==> src/sv/cffr_pkg.sv <==
// Shared types and constants of the CAN frame field rewriter.
// Used by every module of the block; has no dependencies of its own.
package cffr_pkg;

  localparam logic [28:0] IdEngineSpeed = 29'h280;
  localparam logic [28:0] IdEngineTemp  = 29'h289;
  localparam logic [28:0] IdEngineStat  = 29'h4E0;

  localparam logic [3:0] RegEnables     = 4'd0;
  localparam logic [3:0] RegRpmOverride = 4'd1;
  localparam logic [3:0] RegRpmOffset   = 4'd2;
  localparam logic [3:0] RegCoolant     = 4'd3;
  localparam logic [3:0] RegOil         = 4'd4;
  localparam logic [3:0] RegBoost       = 4'd5;
  localparam logic [3:0] RegFuel        = 4'd6;
  localparam logic [3:0] RegStatus      = 4'd7;

  localparam int CfgIndexW = 4;
  localparam int CfgDataW  = 17;

  // The queue depth must be a power of two so that the pointers wrap freely.
  localparam int QDepth = 4;
  localparam int QAw    = $clog2(QDepth);

  typedef enum logic [1:0] {
    ClsPass,
    ClsSpeed,
    ClsTemp,
    ClsStat
  } frm_class_e;

  typedef struct packed {
    logic [28:0]     id;
    logic [3:0]      len;
    logic [7:0][7:0] data;
  } frame_t;

  typedef struct packed {
    frame_t     frame;
    frm_class_e cls;
  } entry_t;

  typedef struct packed {
    logic [2:0]         enables;
    logic [15:0]        rpm_override;
    logic signed [16:0] rpm_offset;
    logic signed [11:0] coolant;
    logic signed [11:0] oil;
    logic [15:0]        boost;
    logic [15:0]        fuel;
    logic [4:0]         status;
  } cfg_t;

endpackage

==> src/sv/cffr_regs.sv <==
// Configuration register file of the CAN frame field rewriter.
// Depends on cffr_pkg for register indexes and the cfg_t bundle.
module cffr_regs import cffr_pkg::*; (
  input  logic                 clk_i,
  input  logic                 rst_ni,
  input  logic                 cfg_valid_i,
  output logic                 cfg_ready_o,
  input  logic [CfgIndexW-1:0] cfg_index_i,
  input  logic [CfgDataW-1:0]  cfg_data_i,
  output cfg_t                 cfg_o
);

  cfg_t cfg_q;

  assign cfg_ready_o = 1'b1;
  assign cfg_o       = cfg_q;

  always_ff @(posedge clk_i or negedge rst_ni) begin
    if (!rst_ni) begin
      cfg_q.enables      <= 3'd1;
      cfg_q.rpm_override <= 16'd32000;
      cfg_q.rpm_offset   <= 17'sd0;
      cfg_q.coolant      <= 12'sd360;
      cfg_q.oil          <= 12'sd360;
      cfg_q.boost        <= 16'd0;
      cfg_q.fuel         <= 16'd0;
      cfg_q.status       <= 5'd0;
    end else if (cfg_valid_i) begin
      case (cfg_index_i)
        RegEnables:     cfg_q.enables      <= cfg_data_i[2:0];
        RegRpmOverride: cfg_q.rpm_override <= cfg_data_i[15:0];
        RegRpmOffset:   cfg_q.rpm_offset   <= $signed(cfg_data_i[16:0]);
        RegCoolant:     cfg_q.coolant      <= $signed(cfg_data_i[11:0]);
        RegOil:         cfg_q.oil          <= $signed(cfg_data_i[11:0]);
        RegBoost:       cfg_q.boost        <= cfg_data_i[15:0];
        RegFuel:        cfg_q.fuel         <= cfg_data_i[15:0];
        RegStatus:      cfg_q.status       <= cfg_data_i[4:0];
        default: ;
      endcase
    end
  end

endmodule

==> src/sv/cffr_front.sv <==
// Front end of the CAN frame field rewriter: accepts frames and classifies them by id.
// Depends on cffr_pkg for the frame and queue entry types.
module cffr_front import cffr_pkg::*; (
  input  logic        push_i,
  input  logic        q_full_i,
  input  logic [28:0] id_i,
  input  logic [3:0]  len_i,
  input  logic [7:0]  b0_i,
  input  logic [7:0]  b1_i,
  input  logic [7:0]  b2_i,
  input  logic [7:0]  b3_i,
  input  logic [7:0]  b4_i,
  input  logic [7:0]  b5_i,
  input  logic [7:0]  b6_i,
  input  logic [7:0]  b7_i,
  output logic        q_push_o,
  output entry_t      q_entry_o
);

  frm_class_e cls;

  always_comb begin
    case (id_i)
      IdEngineSpeed: cls = ClsSpeed;
      IdEngineTemp:  cls = ClsTemp;
      IdEngineStat:  cls = ClsStat;
      default:       cls = ClsPass;
    endcase
  end

  assign q_push_o              = push_i && !q_full_i;
  assign q_entry_o.cls         = cls;
  assign q_entry_o.frame.id    = id_i;
  assign q_entry_o.frame.len   = len_i;
  assign q_entry_o.frame.data  = {b7_i, b6_i, b5_i, b4_i, b3_i, b2_i, b1_i, b0_i};

endmodule

==> src/sv/cffr_queue.sv <==
// Short register queue between the front and back ends of the rewriter.
// Depends on cffr_pkg for the entry type and the queue depth.
module cffr_queue import cffr_pkg::*; (
  input  logic   clk_i,
  input  logic   rst_ni,
  input  logic   push_i,
  input  entry_t wr_entry_i,
  input  logic   pop_i,
  output entry_t rd_entry_o,
  output logic   valid_o,
  output logic   full_o
);

  entry_t           mem_q [QDepth];
  logic [QAw-1:0]   wr_ptr_q, wr_ptr_d;
  logic [QAw-1:0]   rd_ptr_q, rd_ptr_d;
  logic [QAw:0]     cnt_q, cnt_d;

  assign full_o     = (cnt_q == (QAw+1)'(QDepth));
  assign valid_o    = (cnt_q != '0);
  assign rd_entry_o = mem_q[rd_ptr_q];

  always_comb begin
    wr_ptr_d = push_i ? wr_ptr_q + 1'b1 : wr_ptr_q;
    rd_ptr_d = pop_i ? rd_ptr_q + 1'b1 : rd_ptr_q;
    cnt_d    = cnt_q;
    if (push_i && !pop_i) begin
      cnt_d = cnt_q + 1'b1;
    end else if (pop_i && !push_i) begin
      cnt_d = cnt_q - 1'b1;
    end
  end

  always_ff @(posedge clk_i or negedge rst_ni) begin
    if (!rst_ni) begin
      wr_ptr_q <= '0;
      rd_ptr_q <= '0;
      cnt_q    <= '0;
    end else begin
      wr_ptr_q <= wr_ptr_d;
      rd_ptr_q <= rd_ptr_d;
      cnt_q    <= cnt_d;
    end
  end

  always_ff @(posedge clk_i) begin
    if (push_i) begin
      mem_q[wr_ptr_q] <= wr_entry_i;
    end
  end

endmodule

==> src/sv/cffr_back.sv <==
// Back end of the rewriter: applies the field rewrites and holds the result register.
// Depends on cffr_pkg for the entry, frame and configuration types.
module cffr_back import cffr_pkg::*; (
  input  logic   clk_i,
  input  logic   rst_ni,
  input  entry_t entry_i,
  input  logic   entry_valid_i,
  output logic   entry_pop_o,
  input  cfg_t   cfg_i,
  input  logic   pop_i,
  output logic   empty_o,
  output frame_t frame_o
);

  // Rounded temperature code: floor((2*(q+192)+3)/6), clamped to 0..255.
  function automatic logic [7:0] temp_code(input logic signed [11:0] q);
    logic signed [13:0] v;
    logic [22:0]        prod;
    begin
      v    = ($signed({{2{q[11]}}, q}) <<< 1) + 14'sd387;
      prod = 23'(v[10:0]) * 23'd2731;
      if (v < 0) begin
        temp_code = 8'd0;
      end else if (v >= 14'sd1536) begin
        temp_code = 8'd255;
      end else begin
        temp_code = prod[21:14];
      end
    end
  endfunction

  // Boost raw byte: (mbar + 5) / 10 with rounding, clamped to 255.
  function automatic logic [7:0] boost_code(input logic [15:0] mbar);
    logic [16:0] s;
    logic [24:0] prod;
    begin
      s    = {1'b0, mbar} + 17'd5;
      prod = 25'(s[11:0]) * 25'd6554;
      if (s >= 17'd2560) begin
        boost_code = 8'd255;
      end else begin
        boost_code = prod[23:16];
      end
    end
  endfunction

  logic               valid_q, valid_d;
  frame_t             frame_q;
  frame_t             frame_d;
  logic [15:0]        spd_base;
  logic signed [17:0] spd_sum;
  logic [15:0]        spd_sat;

  assign entry_pop_o = entry_valid_i && (!valid_q || pop_i);
  assign empty_o     = !valid_q;
  assign frame_o     = frame_q;

  always_comb begin
    spd_base = cfg_i.enables[0] ? cfg_i.rpm_override
                                : {entry_i.frame.data[3], entry_i.frame.data[2]};
    spd_sum  = $signed({2'b00, spd_base}) + $signed({cfg_i.rpm_offset[16], cfg_i.rpm_offset});
    if (spd_sum < 0) begin
      spd_sat = 16'd0;
    end else if (spd_sum[16]) begin
      spd_sat = 16'hFFFF;
    end else begin
      spd_sat = spd_sum[15:0];
    end

    frame_d = entry_i.frame;
    case (entry_i.cls)
      ClsSpeed: begin
        frame_d.data[2] = spd_sat[7:0];
        frame_d.data[3] = spd_sat[15:8];
      end
      ClsTemp: begin
        if (cfg_i.enables[1]) begin
          frame_d.data[1]    = temp_code(cfg_i.coolant);
          frame_d.data[2][0] = cfg_i.status[0];
          frame_d.data[2][6] = cfg_i.status[1];
        end
      end
      ClsStat: begin
        if (cfg_i.enables[2]) begin
          frame_d.data[0][0] = cfg_i.status[2];
          frame_d.data[0][3] = cfg_i.status[3];
          frame_d.data[0][4] = cfg_i.status[4];
          frame_d.data[2]    = cfg_i.fuel[7:0];
          frame_d.data[3]    = cfg_i.fuel[15:8];
          frame_d.data[4]    = boost_code(cfg_i.boost);
          frame_d.data[5]    = temp_code(cfg_i.oil);
        end
      end
      default: ;
    endcase

    valid_d = valid_q;
    if (entry_pop_o) begin
      valid_d = 1'b1;
    end else if (pop_i) begin
      valid_d = 1'b0;
    end
  end

  always_ff @(posedge clk_i or negedge rst_ni) begin
    if (!rst_ni) begin
      valid_q <= 1'b0;
    end else begin
      valid_q <= valid_d;
    end
  end

  always_ff @(posedge clk_i) begin
    if (entry_pop_o) begin
      frame_q <= frame_d;
    end
  end

endmodule

==> src/sv/can_frame_field_rewriter.sv <==
// Top level of the CAN frame field rewriter: front end, queue, back end and registers.
// Depends on cffr_pkg, cffr_regs, cffr_front, cffr_queue and cffr_back.
//
// The block takes one CAN frame per cycle while full is low on a queue-style input
// (push/full) and returns one rewritten frame per input frame, in order, on a
// queue-style output (empty/pop). A frame passes first into the four-entry queue
// behind the classifier and then through the rewrite into the output register.
// Sustained rate is one frame per cycle while the output is popped, set by the single
// rewrite stage in the back end. Configuration registers are written through
// the cfg channel, which is always ready; write them only while no frame is in
// flight.
module can_frame_field_rewriter import cffr_pkg::*; (
  input  logic                 clk_i,
  input  logic                 rst_ni,
  input  logic                 push,
  output logic                 full,
  input  logic [28:0]          in_id_i,
  input  logic [3:0]           in_len_i,
  input  logic [7:0]           in_b0_i,
  input  logic [7:0]           in_b1_i,
  input  logic [7:0]           in_b2_i,
  input  logic [7:0]           in_b3_i,
  input  logic [7:0]           in_b4_i,
  input  logic [7:0]           in_b5_i,
  input  logic [7:0]           in_b6_i,
  input  logic [7:0]           in_b7_i,
  output logic                 empty,
  input  logic                 pop,
  output logic [28:0]          out_id_o,
  output logic [3:0]           out_len_o,
  output logic [7:0]           out_b0_o,
  output logic [7:0]           out_b1_o,
  output logic [7:0]           out_b2_o,
  output logic [7:0]           out_b3_o,
  output logic [7:0]           out_b4_o,
  output logic [7:0]           out_b5_o,
  output logic [7:0]           out_b6_o,
  output logic [7:0]           out_b7_o,
  input  logic                 cfg_valid_i,
  output logic                 cfg_ready_o,
  input  logic [CfgIndexW-1:0] cfg_index_i,
  input  logic [CfgDataW-1:0]  cfg_data_i
);

  cfg_t   cfg;
  logic   q_push;
  entry_t q_wr_entry;
  logic   q_pop;
  entry_t q_rd_entry;
  logic   q_valid;
  logic   q_full;
  frame_t out_frame;

  assign full = q_full;

  cffr_regs u_regs (
    .clk_i       (clk_i),
    .rst_ni      (rst_ni),
    .cfg_valid_i (cfg_valid_i),
    .cfg_ready_o (cfg_ready_o),
    .cfg_index_i (cfg_index_i),
    .cfg_data_i  (cfg_data_i),
    .cfg_o       (cfg)
  );

  cffr_front u_front (
    .push_i    (push),
    .q_full_i  (q_full),
    .id_i      (in_id_i),
    .len_i     (in_len_i),
    .b0_i      (in_b0_i),
    .b1_i      (in_b1_i),
    .b2_i      (in_b2_i),
    .b3_i      (in_b3_i),
    .b4_i      (in_b4_i),
    .b5_i      (in_b5_i),
    .b6_i      (in_b6_i),
    .b7_i      (in_b7_i),
    .q_push_o  (q_push),
    .q_entry_o (q_wr_entry)
  );

  cffr_queue u_queue (
    .clk_i      (clk_i),
    .rst_ni     (rst_ni),
    .push_i     (q_push),
    .wr_entry_i (q_wr_entry),
    .pop_i      (q_pop),
    .rd_entry_o (q_rd_entry),
    .valid_o    (q_valid),
    .full_o     (q_full)
  );

  cffr_back u_back (
    .clk_i         (clk_i),
    .rst_ni        (rst_ni),
    .entry_i       (q_rd_entry),
    .entry_valid_i (q_valid),
    .entry_pop_o   (q_pop),
    .cfg_i         (cfg),
    .pop_i         (pop),
    .empty_o       (empty),
    .frame_o       (out_frame)
  );

  assign out_id_o  = out_frame.id;
  assign out_len_o = out_frame.len;
  assign out_b0_o  = out_frame.data[0];
  assign out_b1_o  = out_frame.data[1];
  assign out_b2_o  = out_frame.data[2];
  assign out_b3_o  = out_frame.data[3];
  assign out_b4_o  = out_frame.data[4];
  assign out_b5_o  = out_frame.data[5];
  assign out_b6_o  = out_frame.data[6];
  assign out_b7_o  = out_frame.data[7];

endmodule

==> config.mk <==
export PLATFORM = sky130hd
export DESIGN_NAME = can_frame_field_rewriter
export DESIGN_NICKNAME = d
export VERILOG_FILES = /design/src/sv/cffr_pkg.sv /design/src/sv/cffr_regs.sv /design/src/sv/cffr_front.sv /design/src/sv/cffr_queue.sv /design/src/sv/cffr_back.sv /design/src/sv/can_frame_field_rewriter.sv
export SDC_FILE = /design/constraint.sdc
export NUM_CORES = 1
export LEC_CHECK = 0
export BUFFER_PORTS_ARGS = -buffer_cell sky130_fd_sc_hd__buf_2
export CAP_MARGIN = 20
export CORE_MARGIN = 1.5
export CORE_UTILIZATION = 45
export CTS_CLUSTER_DIAMETER = 100
export DETAILED_ROUTE_END_ITERATION = 12
export GPL_TIMING_DRIVEN = 0
export PLACE_DENSITY = 0.59
export SLEW_MARGIN = 20
export SYNTH_ARGS = -nofsm -noshare
export SYNTH_HDL_FRONTEND = slang
export SYNTH_SLANG_ARGS = --single-unit
==> constraint.sdc <==
create_clock -name clk_i -period 17.1 [get_ports clk_i]
set_clock_uncertainty 0.1 [all_clocks]
set_input_delay 0.855 -clock clk_i [delete_from_list [all_inputs] [get_ports clk_i]]
set_output_delay 0.855 -clock clk_i [all_outputs]
set_load 0.01 [all_outputs]
After elaboration in Yosys (flattened, before gate mapping)
Memories as Yosys holds them, arrays and structs flattened.
Index checks and enable logic that the tools add are counted.
- add/subtract/negate cells: 8
- multiply operators: 3
- div/mod/pow operators: 0
- $lt $le $gt $ge: 6
- equal/unequal tests: 14
- shift operators: 0
- mux-type cells: 28
- bitwise operators: 0
- reduce and logical (&&, ||, !) cells: 21
- operators by type and width (kind ; count):
    $mux W16 ; 4
    $eq A29 B10 Y1 const B ; 2
    $mux W8 ; 6
    $mul A11 B12 Y22 const B ; 2
    $mux W32 ; 1
    $eq A29 B11 Y1 const B ; 1
    $add A13 B10 Y14 const B ; 2
    $ge A14 B12 Y1 const B ; 2
    $lt A14 B1 Y1 const B ; 2
    $mul A12 B12 Y23 const B ; 1
    $add A17 B17 Y18 ; 1
    $lt A18 B1 Y1 const B ; 1
    $pmux W9 S2 ; 1
    $add A16 B3 Y17 const B ; 1
    $ge A17 B12 Y1 const B ; 1
    $eq A4 B3 Y1 const B ; 4
    $reduce_and A2 Y1 ; 8
    $pmux W5 S2 ; 1
    $mux W9 ; 1
    $eq A4 B2 Y1 const B ; 2
    $mux W1 ; 7
    $mux W3 ; 2
    $pmux W1 S3 ; 2
    $pmux W2 S3 ; 1
    14 further kinds ; 24
- register bits after elaboration: 202
- latch bits: 0
- bits in writable memories: 396
- memory bits (read-only): 0
- input bits: 123
- output and inout bits: 100
- memories kept: 1
- memory list (memory ; depth ; width ; rd ports ; clocked after Yosys merged registers in ; wr ports ; line ; text):
    u_queue.mem_q ; 4 ; 99 ; 1 ; 0 ; 1 ; cffr_queue.sv:14 ; entry_t mem_q [QDepth];

Depth between registers and ports, before layout
Gate-level depths: netlist (run 1).
- word-level depth: 7
- depth in mapped cells: 23
- mapped depth without buffers: 23

Cells and area by module
Synthesis (run 1) repeated with hierarchy kept, for this count alone.
- cells, all modules: 2028
- area total of the unflattened synthesis: 31226.2 um^2
- modules (own cells, without submodules) (module ; times used ; cells each ; area each (um^2) ; sequential area each (um^2)):
    cffr_queue ; 1 ; 551 ; 14684.1 ; 12066.6
    cffr_back ; 1 ; 1147 ; 11873.9 ; 2937.8
    cffr_regs ; 1 ; 216 ; 3806.2 ; 2446.1
    cffr_front ; 1 ; 114 ; 862.1 ; 0.0

Worst setup path before layout (run 1)
Ideal clock, no wire load.
- path kind: input port to flip-flop
- from: input port pop
- to: register u_queue.cnt_q[1]
- arrival time: 7036 ps
- setup slack: 9840 ps
- cell stages on the path: 7
- path buffers: 0
- cell sequence: inv_1 -> a21oi_1 -> inv_1 -> ha_1 -> inv_1 -> fa_1 -> mux2_2
- longest elaborated chain between the ends: 5
- elaborated cells on any way between the ends: 7
- classes of those cells: mux: 1; reduce/logical: 6
- RTL lines (element ; line ; text):
    start, declared ; can_frame_field_rewriter.sv:28 ; input logic pop,
    $logic_or A1 B1 Y1 ; cffr_back.sv:54 ; assign entry_pop_o = entry_valid_i && (!valid_q || pop_i);
    $logic_and A1 B1 Y1 ; cffr_back.sv:54 ;
    via q_pop ; can_frame_field_rewriter.sv:48 ; logic q_pop;
    $logic_not A1 Y1 ; cffr_queue.sv:27 ; if (push_i && !pop_i) begin
    $logic_and A1 B1 Y1 ; cffr_queue.sv:27 ;
    $mux W3 ; cffr_queue.sv:27 ;
    via u_queue.cnt_d[1] ; cffr_queue.sv:17 ; logic [QAw:0] cnt_q, cnt_d;
    end signal, assigned ; cffr_queue.sv:42 ; cnt_q <= cnt_d;
    end, declared ; cffr_queue.sv:17 ;
The timed path passes the listed nets, and every way through them passes these cells.
A chain may end at the register's enable or synchronous reset.

==> flow_summary.toml, run 1 <==
[critical_path]
cp_max_fo = 5
rrSetupSlack_ns = 10.52
endpoint = "u_back.frame_o[13]"
required_ns = 17.36
worst_r2r_endpoint = "u_back.frame_o[13]"
path_depth = 22
worstSetupEndpointType = "flop"
critPathLaunchType = "flop"
crit_start = "u_regs.cfg_o[52]"
critPathKind = "reg2reg"
cp_slowest_stage_delay_ns = 0.58
cp_top_family = "adder cells"
crit_slowest_cell = "dfstp_2"
arrival_ns = 6.84
regToRegStartpoint = "u_regs.cfg_o[52]"
ff2ff_path_depth = 22
crit_buf_inv = 4
crit_chain = "nand4_1, o21ai_1, nand2_1, xnor2_1, ha_1, inv_1, fa_1, fa_1, inv_1, fa_1, inv_1, fa_1, inv_1, ha_1, a211o_1, a2111o_1, o31ai_4, o21ai_2, o21a_1, or3_1, a21oi_1, a21oi_1"

[cells_and_area]
drive_gt1_share_pct = 23.9
area_delta_synth_final_pct = 15.5
multi_input_area_um2 = 11800
final-seq-area_um2 = 17500
fill_cells = 5596
fin_nets = 2750

[cts]
htreeDepth = 2
cts_buffer_depth = 3
cts_tree = "yes"
cts_sinks = 598
hold_buffers = 0
post_cts_resized = 0
cts.clk_slew.worst_paths_ns = 0.06
insertion_delay_ns = 0.64
clock-root-buffer = "clkbuf_16"
cts_inserted_buffers = 61
cts_setup_buffers = 0

[die]
start_util_pct = 45.4
fp.dieH_um = 263
dieWidth_um = 263
pin_count = 223
rows = 95
dieArea_um2 = 69000
core-area_um2 = 66900

[grt]
grt.total_usage_pct = 19.3
grt_pass1_wl_mm = 103
grt_max_degree = 64
grt_pass1_vias = 18200
antenna_found_initial = 17
grt.overflow.total = 0

[route]
avgViaCountPerCell = 5.30
detail-route-antenna-nets = 0
dr.pass1.iters = 7
drc = 0
wl_per_cell_um = 20.5
drt_wl_total_mm = 65.7
vias = 17000
drtIter0Drc = 944

[synth]
synth_compound_gate_area_share_pct = 4.82
synth_edf_count = 493
yosys_warnings = 0
synth-simple-area-share_pct = 3.96
syn_nets = 2451
async_flop_share_pct = 17.6
synth_cell_types = 74
synth_top_family_by_area = "adder cells"
synth.area.mux_share_pct = 11.2
synth_flop_cell = "edfxtp_1"
ys_ff_latch = 598
synth_fa_ha_area_share_pct = 16.7
synthCells = 1985
syn_area_um2 = 30400
postSynthAreaPerCell_um2 = 15.3
synth_xor_area_share_pct = 2.08
yosysSeqAreaShare_pct = 57.5

[hold_path]
hold_path.class = "in2async"

[run]
drv_cap = 0

[place]
gp_congestion = 0.839
port_buffers = 219
hpwl_mm = 47.6

[run_status]
outcome = "complete, no violations"

[timing]
fin_crit_ns = 6.59
relSlewSlack_pct = 29.9
rsz0062_at_grt = "false"
setup_tns_ns = 0
finalHoldViolCount = 0
post-route-period-util_pct = 38.5
drv_slew = 0
setup_viol = 0
tightest_slew_ns = 1.05
fmax_mhz = 152
-- cell usage after synthesis (all sizes together) (7+ instances only) --
| cell | n | area (µm²) |
|---|---|---|
| clkbuf | 28 | 105 |
| xor2 | 26 | 228 |
| nor3b | 7 | 52.6 |
| fa | 102 | 2040 |
| nand4 | 10 | 62.6 |
| and3 | 10 | 62.6 |
| mux4 | 98 | 2210 |
| ha | 241 | 3020 |
| inv | 249 | 935 |
| a22oi | 14 | 105 |
| edfxtp | 493 | 14800 |
| o21a | 13 | 97.6 |
| nor3 | 18 | 90.1 |
| mux2 | 102 | 1150 |
| a21o | 9 | 67.6 |
| nand3 | 33 | 165 |
| nor2 | 59 | 221 |
| a211oi | 8 | 60.1 |
| a21oi | 41 | 205 |
| o22a | 9 | 78.8 |
| buf | 23 | 111 |
| o21ai | 76 | 388 |
| nand2 | 71 | 267 |
| xnor2 | 46 | 403 |
| dfstp | 15 | 394 |
| dfrtp | 90 | 2250 |
| nor2b | 7 | 43.8 |
-- how the worst min path moves through the flow --
stage | startpoint | to
2_1_floorplan | u_queue.cnt_q[2] | u_queue.cnt_q[2]
3_3_place_gp | u_regs.cfg_o[84] | u_regs.cfg_o[84]
3_5_place_dp | u_regs.cfg_o[83] | u_regs.cfg_o[83]
4_1_cts | rst_ni | u_regs.cfg_o[73]
5_1_grt | rst_ni | u_regs.cfg_o[73]
6_report | rst_ni | u_regs.cfg_o[77]
-- stage by stage --
stage          cell area, µm²  worst slack (ns)  instances  util (%)  hold slack (ns)
3_5_place_dp            33000             10.54       3094      49.3            0.389
2_1_floorplan           30400              9.84       1985         -            0.356
4_1_cts                 35100             10.49       3208      52.4            0.146
5_1_grt                 35100             10.10       3210      52.4            0.183
3_3_place_gp            32600              5.60       3077      48.6            0.368
6_report                35100             10.52       3212      52.4            0.158
-- cell type report --
| class | count | area share, % |
|---|---|---|
| Sequential cell | 598 | 49.7 |
| Multi-Input combinational cell | 1087 | 33.6 |
| Clock buffer | 77 | 4.70 |
| Timing Repair Buffer | 236 | 4.34 |
| Tap cell | 873 | 3.11 |
| Inverter | 249 | 2.66 |
| Clock inverter | 37 | 1.18 |
| Buffer | 51 | 0.617 |
| Antenna cell | 4 | 0.0285 |
-- registers in the layout (all words and copies together) (netlist names) --
| register | flops |
|---|---|
| u_queue.cnt_q | 3 |
| u_back.frame_o | 97 |
| u_regs.cfg_o | 97 |
| u_back.valid_q | 1 |
| u_queue.mem_q | 396 |
| u_queue.rd_ptr_q | 2 |
| u_queue.wr_ptr_q | 2 |
-- placed cells by master, fill, tap and decap left out, types with 7 or more instances in the layout --
cell       Yosys  layout
a211oi_1       8       8
a21o_1         9       9
a21oi_1       41      40
a22oi_1       14      14
and3_1        10      10
buf_1          7       7
buf_16         0      12
buf_2         14     232
bufinv_16      0       7
clkbuf_1      28      39
clkbuf_16      0      63
clkinv_1       0       9
clkinv_2       0      13
dfrtp_1       90      90
dfstp_2       15      15
edfxtp_1     493     493
fa_1         102     102
ha_1         241     241
inv_1        249     249
mux2_1        21      21
mux2_2        81      81
mux4_2        98      98
nand2_1       71      71
nand3_1       33      33
nand4_1       10      10
nor2_1        59      59
nor2b_1        7       7
nor3_1        18      18
o21a_1        13      13
o21ai_0       56      56
o21ai_1       18      18
o22a_1         9       9
xnor2_1       46      46
xor2_1        26      26
-- cell families after synthesis --
kind of cell	after synthesis
xor gates and xnor gates	72
DFF	598
muxes	205
and+or+nand+nor	249
buffers and inverters	300
AOI/OAI and AO/OA	217
other	1
adders and majority gates	343
-- metal layers --
layer | part of all wire [%] | global-route usage (%)
met1 | 43 | 24.9
met2 | 48 | 32.2
met3 | 6.8 | 5.61
met4 | 2.0 | 4.62
met5 | 0.25 | 0
Power of run 1 is not shown: default switching activity piles up to over one toggle a cycle in this logic, so the estimate is an artifact.
==> run 2: changes to the inputs <==
--- a/config.mk
+++ b/config.mk
@@ -12,7 +12,7 @@
 export CTS_CLUSTER_DIAMETER = 100
 export DETAILED_ROUTE_END_ITERATION = 12
 export GPL_TIMING_DRIVEN = 0
-export PLACE_DENSITY = 0.59
+export PLACE_DENSITY = 0.62
 export SLEW_MARGIN = 20
 export SYNTH_ARGS = -nofsm -noshare
 export SYNTH_HDL_FRONTEND = slang
==> constraint.sdc (replaced) <==
create_clock -name clk_i -period 5.55 [get_ports clk_i]
set_clock_uncertainty 0.1 [all_clocks]
set_input_delay 0.2775 -clock clk_i [delete_from_list [all_inputs] [get_ports clk_i]]
set_output_delay 0.2775 -clock clk_i [all_outputs]
set_load 0.01 [all_outputs]
==> run 2 against run 1 <==
The run now ends with setup timing left. Clock-buffer cell count rose by 5. Flip-flop and latch count did not move. Register-to-register slack got worse by 11 ns. Worst hold slack got worse by 0.13 ns. Core utilization rose by 4.1 points.
==> flow_summary.toml, run 2 (synthesis results as in run 1) <==
[run_status]
outcome = "complete, but fails checks"
violations = "setup timing"

[critical_path]
critPathLaunchType = "flop"
cp_slowest_stage_delay_ns = 0.58
path_common_cell = "inv_2"
worst_r2r_endpoint = "u_back.frame_o[13]"
cp_max_fo = 4
critPathKind = "reg2reg"
regToRegStartpoint = "u_regs.cfg_o[52]"
worstSetupEndpointType = "flop"
crit_slowest_cell = "fa_2"
ff2ff_path_depth = 21
arrival_ns = 6.19
crit_chain = "and3_4, and3_4, nor3_4, xnor2_2, inv_2, fa_2, inv_2, fa_2, inv_2, fa_2, fa_1, inv_2, ha_4, a211o_1, a2111o_1, o31ai_4, o21ai_4, o21a_1, or3_1, a21oi_2, a21oi_1"
rrSetupSlack_ns = -0.39
required_ns = 5.79

[die]
fp.dieH_um = 263
pin_count = 223
rows = 95
core-area_um2 = 66900
dieArea_um2 = 69000
dieWidth_um = 263
start_util_pct = 45.4

[grt]
grt.total_usage_pct = 20.6
antenna_found_initial = 11
grt_pass1_wl_mm = 109
grt_pass1_vias = 19500
grt_max_degree = 63
grt.overflow.total = 0

[cts]
htreeDepth = 3
insertion_delay_ns = 0.62
clock-root-buffer = "clkbuf_16"
cts.clk_slew.worst_paths_ns = 0.06
cts_buffer_depth = 3
cts_tree = "yes"
cts_inserted_buffers = 66
cts_sinks = 598

[place]
port_buffers = 219
hpwl_mm = 48.5
dpl.cell_count = 3092
gp_congestion = 0.851
dpl_cell_area_um2 = 33100
dp_slack_ns = -0.872

[cells_and_area]
drive_gt1_share_pct = 30.8
area_delta_synth_final_pct = 24.5
final_cells = 3386
layout_common_cells = "493 x edfxtp_1, 232 x buf_2, 226 x inv_1"
fill_cells = 5248
post-route-util_pct = 56.5
fin_nets = 2932
final_common_cell = "edfxtp_1"
largest_reg_flops = 396
design_area_um2 = 37800
regMostFlops = "u_queue.mem_q"

[route]
dr.pass1.iters = 5
drc = 0
drt_wl_total_mm = 69.6
detail-route-antenna-nets = 0
drtIter0Drc = 919
avgViaCountPerCell = 5.30
wl_per_cell_um = 20.5
vias = 17900

[timing]
post-route-period-util_pct = 107
timing.final.ws_setup_ns = -0.391
fmax_mhz = 168
rsz0062_at_grt = "true"
drv_slew = 0
setup_viol = 12
fin_crit_ns = 5.94
relSlewSlack_pct = 33.9
tightest_slew_ns = 0.981
finalHoldViolCount = 0

[hold_path]
hold_depth = 2
min_to = "u_regs.cfg_o[87]"
min_from = "cfg_data_i[9]"
hold_path.class = "in2reg"

[run]
drv_cap = 0
run 2: what timing repair did:
action / CTS / global route
resized for setup: 101 / 72
setup endpoints to repair: 24 / 23
pin swaps: 68 / 55
buffers inserted: 48 / 22
endpoints found under the hold margin: 520 / 0
hold buffers: 111 / 0
run 2: critical path, delay by kind of cell (launching register included):
kind	cells	cell delay [ns]
adders and majority gates	5	2.22
xor gates and xnor gates	1	0.28
and+or+nand+nor	4	0.83
buffers and inverters	4	0.21
DFF	1	0.56
AOI/OAI and AO/OA	7	1.45
run 2: routing by layer:
layer / vias to the layer above / track usage (%) / wire, µm
met2: 406 / 34.7 / 34300
met4: 20 / 5.77 / 1610
met1: 9109 / 26.8 / 29700
li1: 8294 / - / -
met5: - / 0 / 125
met3: 117 / 4.60 / 3870
run 2: stage by stage:
| step | TNS (ns) | hold slack, ns |
|---|---|---|
| 2_1_floorplan | -0.445 | -0.118 |
| 3_3_place_gp | -258.96 | 0.369 |
| 3_5_place_dp | -11.63 | 0.143 |
| 4_1_cts | -2.98 | 0.00340 |
| 5_1_grt | -5.89 | 0.0216 |
| 6_report | -2.70 | 0.0287 |
run 2: worst max-delay path by stage:
stage	end	cells after the start	start	slack, ns
floorplan	u_back.frame_o[13]	22	u_regs.cfg_o[52]	-0.15
global placement	u_queue.cnt_q[1]	6	u_back.valid_q	-1.64
detailed placement	u_back.frame_o[45]	21	u_regs.cfg_o[40]	-0.87
CTS	u_back.frame_o[13]	21	u_regs.cfg_o[52]	-0.37
global route	u_back.frame_o[13]	21	u_regs.cfg_o[52]	-0.56
finish	u_back.frame_o[13]	21	u_regs.cfg_o[52]	-0.39
run 2: final cells by class:
type                       instances  area (µm²)  share of cell area (%)
clock buffer                      82        1720                    4.55
buffer                            50         213                   0.563
inverter                         249         942                    2.49
multi-input combinational       1087       12900                    34.0
antenna                            1        2.50                 0.00662
timing repair buffer             414        3190                    8.44
sequential                       598       17500                    46.2
tap                              873        1090                    2.89
clock inverter                    32         327                   0.864
Power of run 2 is left out for the same reason.
